<file path="src/hdl/gms_div.sv">
`timescale 1ns / 1ps
`default_nettype none

// Restoring divider, one quotient bit per cycle, quotient assumed below 2^steps.
module gms_div #(
  parameter int NW = 66,
  parameter int DW = 33,
  parameter int QW = 65,
  parameter int KW = 7
) (
  input  wire logic          clk,
  input  wire logic          rst_n,
  input  wire logic          start,
  input  wire logic [NW-1:0] num,
  input  wire logic [DW-1:0] den,
  input  wire logic [KW-1:0] steps,
  output logic               done,
  output logic [QW-1:0]      quot
);

  localparam int SW = DW + QW;
  localparam int MW = (NW > SW) ? NW : SW;

  logic [NW-1:0] rem_r;
  logic [SW-1:0] dsh_r;
  logic [QW-1:0] quot_r;
  logic [KW-1:0] cnt_r;
  logic          busy_r;
  logic          done_r;
  logic          ge;
  logic [MW-1:0] diff;

  assign ge   = MW'(rem_r) >= MW'(dsh_r);
  assign diff = MW'(rem_r) - MW'(dsh_r);

  always_ff @(posedge clk) begin
    if (!rst_n) begin
      busy_r <= 1'b0;
      done_r <= 1'b0;
    end else begin
      done_r <= 1'b0;
      if (start) begin
        busy_r <= 1'b1;
      end else if (busy_r && cnt_r == KW'(1)) begin
        busy_r <= 1'b0;
        done_r <= 1'b1;
      end
    end
  end

  always_ff @(posedge clk) begin
    if (start) begin
      rem_r  <= num;
      dsh_r  <= SW'(den) << (steps - KW'(1));
      quot_r <= '0;
      cnt_r  <= steps;
    end else if (busy_r) begin
      if (ge) begin
        rem_r <= NW'(diff);
      end
      quot_r <= {quot_r[QW-2:0], ge};
      dsh_r  <= dsh_r >> 1;
      cnt_r  <= cnt_r - KW'(1);
    end
  end

  assign done = done_r;
  assign quot = quot_r;

endmodule

`default_nettype wire

</file>
<file path="config.mk">
export PLATFORM = sky130hd
export DESIGN_NAME = gms_div
export DESIGN_NICKNAME = d
export VERILOG_FILES = /design/src/hdl/gms_div.sv
export SDC_FILE = /design/constraint.sdc
export NUM_CORES = 1
export LEC_CHECK = 0
export ABC_AREA = 1
export BUFFER_PORTS_ARGS = -buffer_cell sky130_fd_sc_hd__buf_2
export CAP_MARGIN = 20
export CORE_MARGIN = 3
export CORE_UTILIZATION = 58
export DETAILED_ROUTE_END_ITERATION = 7
export MAX_ROUTING_LAYER = met4
export PLACE_DENSITY = 0.78
export SLEW_MARGIN = 20
export SYNTH_ARGS = -nofsm -noshare
export SYNTH_HDL_FRONTEND = slang
export SYNTH_SLANG_ARGS = --single-unit
</file>
<file path="constraint.sdc">
create_clock -name clk -period 6.75 [get_ports clk]
set_clock_uncertainty 0.1 [all_clocks]
set_input_delay 0.675 -clock clk [delete_from_list [all_inputs] [get_ports clk]]
set_output_delay 0.675 -clock clk [all_outputs]
set_load 0.005 [all_outputs]
</file>
==> results of run 1 <==
layer usage:
| metal | vias to the layer above | part of all wire | track usage |
|---|---|---|---|
| met2 | 1316 | 0.43 | 0.5885 |
| met3 | 202 | 0.12 | 0.07235 |
| met5 | - | 0 | - |
| met1 | 8874 | 0.40 | 0.5230 |
| li1 | 9170 | - | - |
| met4 | 0 | 0.049 | 0.1578 |
through the flow:
step	power, W	hold WS, ns	cells	util
floorplan	0.003281	0.3517	2716	-
global placement	0.003886	0.3378	3188	0.6318
detailed placement	0.003930	0.3441	3188	0.6318
CTS	0.005478	0.2654	3235	0.6628
global route	0.005821	0.2904	3235	0.6629
finish	0.005565	0.2814	3235	0.6629
sequential cells by signal (all words and copies together) (netlist names):
register,flops
quot,65
busy_r,1
dsh_r,98
rem_r,66
cnt_r,7
done,1
final timing paths:
check                           to  slack (ns)  depth (start not counted)
max            dsh_r[62]$_DFFE_PP_        2.39                         12
min            busy_r$_SDFFE_PN0P_        0.28                          3
max reg2reg     rem_r[5]$_DFFE_PP_        2.44                         13
min reg2reg  quot[64]$_SDFFE_PP0P_        0.36                          2
synthesized netlist by cell type (all sizes together):
library cell,number
ha,69
a21o,1
o211ai,18
xnor2,20
edfxtp,171
or2,13
fa,1
o221ai,12
nor4,4
nand2,844
dfxtp,67
nand3,285
o21bai,10
buf,50
a31oi,8
a22oi,8
nor3b,1
clkinv,1
a21oi,126
and2,4
nor3,27
xor2,7
nor2,218
o22ai,67
nand3b,13
inv,410
clkbuf,53
nand4,40
o21ai,168
logic make-up (layout without fill, tap and decap cells):
| kind of cell | after synthesis | count (layout) | synth area share |
|---|---|---|---|
| AND/OR/NAND/NOR | 1449 | 1449 | 0.3364 |
| adder cells (fa/ha/maj) | 70 | 70 | 0.04890 |
| AO/OA/AOI/OAI | 418 | 418 | 0.1288 |
| buffers and inverters | 514 | 643 | 0.1118 |
| flip-flops | 238 | 238 | 0.3585 |
| XOR/XNOR | 27 | 27 | 0.01558 |
worst max-delay path: stages:
cell      delay, ns
buf_2          0.43
inv_4          0.23
ha_1           0.32
xnor2_2        0.16
buf_4          0.39
clkinv_1       0.96
nand3_1        0.35
nand2_1        0.13
o21ai_0        0.30
o21ai_1        0.24
nand2_1        0.17
o211ai_1       0.10
power breakdown:
group | total [W] | internal, W | switching [W]
combinational | 0.00218 | 0.000643 | 0.00153
clock | 0.00156 | 0.000935 | 0.000630
sequential | 0.00182 | 0.00176 | 0.0000646
total | 0.00557 | 0.00334 | 0.00223
final cells by class:
| type | count | area share |
|---|---|---|
| clock inverter | 15 | 0.01000 |
| sequential | 238 | 0.3236 |
| timing repair buffer | 185 | 0.04795 |
| tap | 390 | 0.02438 |
| clock buffer | 32 | 0.03676 |
| multi-input combinational | 1964 | 0.4797 |
| inverter | 411 | 0.07758 |
==> impl_metrics.json, run 1 <==
{
  "dp_slack_ns": 2.269,
  "viasPerCell": 6.047,
  "cp-end-kind": "flip-flop",
  "synth_top_area_frac": 0.2842,
  "diodes": 0,
  "rsz0062_at_grt": "no",
  "io_pins": 175,
  "leakage_nw": 9.517,
  "synth_cells": 2716,
  "io_buffers": 174,
  "grt_pass1_vias": 17710,
  "cts_buffer_depth": 3,
  "drive_gt1_frac": 0.09279,
  "fmax_mhz": 229.3,
  "design_area_mm2": 0.02001,
  "powerDensity_mw_per_mm2": 278.1,
  "multi_input_area_mm2": 0.009602,
  "finalCriticalPeriod_ns": 4.361,
  "root_buffer": "clkbuf_16",
  "clk_latency_ns": 0.55,
  "synth_seq_area_share": 0.3585,
  "synth_area_per_cell_um2": 6.652,
  "cts_hold_buf": 0,
  "syn_nets": 2895,
  "seq_area_mm2": 0.006476,
  "grt_start_max_net_pins": 125,
  "ys_ff_latch": 238,
  "ir_drop_mv": 0.2295,
  "critPathLaunch": "steps[0]",
  "synth_area_leaders": "edfxtp_1 (28%), nand2_1 (17%), inv_1 (8.3%)",
  "yosysTopAreaCell": "edfxtp_1",
  "setup_tns_ns": 0,
  "first_pass_iters": 6,
  "drt_iter0_markers": 2944,
  "drtAntennaViolNets": 0,
  "hold_viol": 0,
  "slew_violations": 0,
  "cap_violations": 0,
  "hpwl_um": 50770,
  "drt-wirelength-per-cell_um": 20.40,
  "layout_common_cells": "nand2_1 (840), inv_1 (399), nand3_1 (283)",
  "cts_buffers": 26,
  "fin_ws_ns": 2.389,
  "critPathLaunchType": "input pin",
  "worstHoldStart": "rst_n",
  "routed_wl_um": 65980,
  "start_util": 0.5984,
  "synth_cell_types": 43,
  "vias": 19560,
  "status": "complete, no violations",
  "worst_pin_slew_ns": 1.111,
  "netlist_area_mm2": 0.01807,
  "core-area_mm2": 0.03019,
  "hold_class": "input pin to flip-flop",
  "placed_area_mm2": 0.01907,
  "post_cts_buffers": 0,
  "h-tree-depth": 1,
  "antenna_found_initial": 0,
  "path_clk_slew_ns": 0.07,
  "die_area_mm2": 0.03330,
  "area_delta_synth_final_pct": 10.78,
  "finalSetupViolCount": 0,
  "num_rows": 63,
  "fin_nets": 3005,
  "reg2reg_from": "dsh_r[37]$_DFFE_PP_",
  "die_h_um": 182.5,
  "finalWeightedCongestion": 1.048,
  "slew_headroom": 0.2584,
  "worstSetupPathType": "input pin to flip-flop",
  "grt_pass1_wl_um": 99370,
  "cts_tree": "yes",
  "cts_resized": 0,
  "yosysWarnings": 0,
  "nFillCells": 2748,
  "cts_sinks": 238,
  "cp_max_fo": 39,
  "period_share": 0.6460,
  "layout_commonest_cell": "nand2_1",
  "die_x_um": 182.5,
  "remaining_drc_errors": 0,
  "worstPathRequired_ns": 6.91,
  "track_usage": 0.3911,
  "globalRoute.totalOverflow": 0,
  "arrival_ns": 4.52
}
Note: power is estimated with default switching activity, not from simulation.
==> run 2, diff against run 1 <==
Clock period 6.75 ns to 4.2 ns, I/O delays scaled along.
==> run 2 against run 1 <==
Against the previous run:
- first-iteration DRC count is 8.1% lower
- largest power group unchanged
- sequential cell count stayed put
- register-to-register slack worse by 1.8 ns
- cell count is 0.59% higher
- worst setup slack worse by 1.7 ns
- via count is 0.99% higher
- wire length is 3.4% higher
- power is 57% higher
- core utilization is 0.15 points higher
- global-route usage is 1.7 points higher
- critical path depth is 6 higher
- design area is 0.23% higher
==> impl_metrics.json, run 2 (synthesis results as in run 1) <==
{
  "status": "complete, no violations",
  "crit_family": "simple AND/OR/NAND/NOR gates",
  "cp-end-kind": "flip-flop",
  "layout_commonest_cell": "nand2_1",
  "cts_buffer_depth": 3,
  "hpwl_um": 52730,
  "hold_end": "rem_r[19]$_DFFE_PP_",
  "largest_register_ff_count": 98,
  "vias": 19760,
  "wl_met1_um": 26810,
  "drt-wirelength-per-cell_um": 20.97,
  "ir_drop_mv": 0.3555,
  "slowest_stage": "edfxtp_1",
  "slew_headroom": 0.3220,
  "h-tree-depth": 1,
  "grt_pass1_vias": 18400,
  "die_x_um": 182.5,
  "path_cells": "ha_1, inv_1, fa_1, nand3_1, nand2_1, nand2_1, nand2_1, nand2_1, nand2_1, nand2_1, nand2_1, nand2_1, nand2_1, nand2_1, nand3_1, nand2_1, nand2_2, buf_4",
  "top_register": "dsh_r",
  "setup_tns_ns": 0,
  "finalSetupViolCount": 0,
  "cts_hold_buf": 1,
  "worstPathRequired_ns": 4.32,
  "cap_violations": 0,
  "first_pass_iters": 8,
  "hold_viol": 0,
  "grt_start_max_net_pins": 102,
  "fin_ws_ns": 0.6578,
  "critPathLaunch": "dsh_r[0]$_DFFE_PP_",
  "worst_pin_slew_ns": 1.017,
  "multi_input_area_mm2": 0.009594,
  "leakage_nw": 9.562,
  "cts_sinks": 238,
  "hold_depth": 3,
  "seq_area_mm2": 0.006476,
  "drt_iter0_markers": 2707,
  "worst_r2r_endpoint": "rem_r[49]$_DFFE_PP_",
  "slew_violations": 0,
  "crit_path_max_incr_delay_ns": 0.40,
  "post_cts_buffers": 0,
  "io_pins": 175,
  "cp_max_fo": 21,
  "powerDensity_mw_per_mm2": 436.6,
  "rsz0062_at_grt": "no",
  "worstHoldStart": "num[19]",
  "drtAntennaViolNets": 0,
  "layout_common_cells": "nand2_1 (840), inv_1 (400), nand3_1 (283)",
  "die_h_um": 182.5,
  "core-area_mm2": 0.03019,
  "wl_met2_um": 29350,
  "crit_top_cell": "nand2_1",
  "hold_class": "input pin to flip-flop",
  "cts_buffers": 26,
  "root_buffer": "clkbuf_16",
  "cts_resized": 0,
  "path_clk_slew_ns": 0.07,
  "area_delta_synth_final_pct": 11.04,
  "routed.top_layer": "met4",
  "period_share": 0.8434,
  "nFillCells": 2728,
  "remaining_drc_errors": 0,
  "path_buf_inv": 2,
  "cts_tree": "yes",
  "reg2reg_from": "dsh_r[0]$_DFFE_PP_",
  "viasPerCell": 6.071,
  "num_rows": 63,
  "drive_gt1_frac": 0.09647,
  "io_buffers": 174,
  "routed_wl_um": 68220,
  "finalCriticalPeriod_ns": 3.542,
  "start_util": 0.5984,
  "finalWeightedCongestion": 1.076,
  "antenna_found_initial": 3,
  "track_usage": 0.4085,
  "grt_pass1_wl_um": 103300,
  "fmax_mhz": 282.3,
  "globalRoute.totalOverflow": 0,
  "worstSetupPathType": "flip-flop to flip-flop",
  "critPathLaunchType": "flip-flop",
  "die_area_mm2": 0.03330,
  "dp_slack_ns": 0.5575,
  "fin_nets": 3020,
  "reg2reg_depth": 18,
  "clk_latency_ns": 0.57,
  "wl_met3_um": 8115,
  "reg2reg_slack_ns": 0.66,
  "arrival_ns": 3.66
}
-- run 2: cell types whose count changed in the layout (fill, tap and decap cells not counted), moves of 2 or more --
cell,before,now
buf_4,11,23
bufinv_16,4,1
clkinv_4,2,6
buf_12,0,2
diode_2,0,3
clkinv_2,1,5
clkinvlp_4,2,0
-- run 2: per-layer routing --
metal  vias up  track usage
li1       9189            -
met1      9045       0.5293
met2      1297       0.6087
met3       224      0.08830
met4         0       0.1984
met5         -            -
-- run 2: worst min-delay path, delay by kind of cell --
family	cells	cell delay, ns
buf+inv	1	0.07
simple gates	2	0.09
-- run 2: through the flow --
step	utilization	instance area, um2	instances	total power [W]	hold WS (ns)
floorplan	-	18070	2716	0.005269	0.3517
global placement	0.6360	19200	3202	0.006273	0.3406
detailed placement	0.6360	19200	3202	0.006352	0.3579
CTS	0.6642	20050	3251	0.008616	0.01781
global route	0.6644	20060	3253	0.009179	0.04050
finish	0.6645	20060	3254	0.008758	0.02991
-- run 2: layout make-up --
| type | instances | area share |
|---|---|---|
| Multi-Input combinational cell | 1964 | 0.4783 |
| Clock buffer | 32 | 0.03561 |
| Tap cell | 390 | 0.02432 |
| Timing Repair Buffer | 200 | 0.05482 |
| Sequential cell | 238 | 0.3228 |
| Antenna cell | 3 | 0.0003742 |
| Inverter | 411 | 0.07740 |
| Clock inverter | 16 | 0.006362 |
-- run 2: worst max-delay path by stage --
stage / end / cells after the start
CTS: rem_r[50]$_DFFE_PP_ / 18
floorplan: rem_r[0]$_DFFE_PP_ / 18
global route: rem_r[49]$_DFFE_PP_ / 18
finish: rem_r[49]$_DFFE_PP_ / 18
global placement: dsh_r[53]$_DFFE_PP_ / 12
detailed placement: dsh_r[60]$_DFFE_PP_ / 12
-- run 2: where the power goes --
group | internal, W | switching (W) | total (W)
logic | 0.00105 | 0.00247 | 0.00352
clock network | 0.00128 | 0.00103 | 0.00231
registers | 0.00283 | 0.000111 | 0.00294
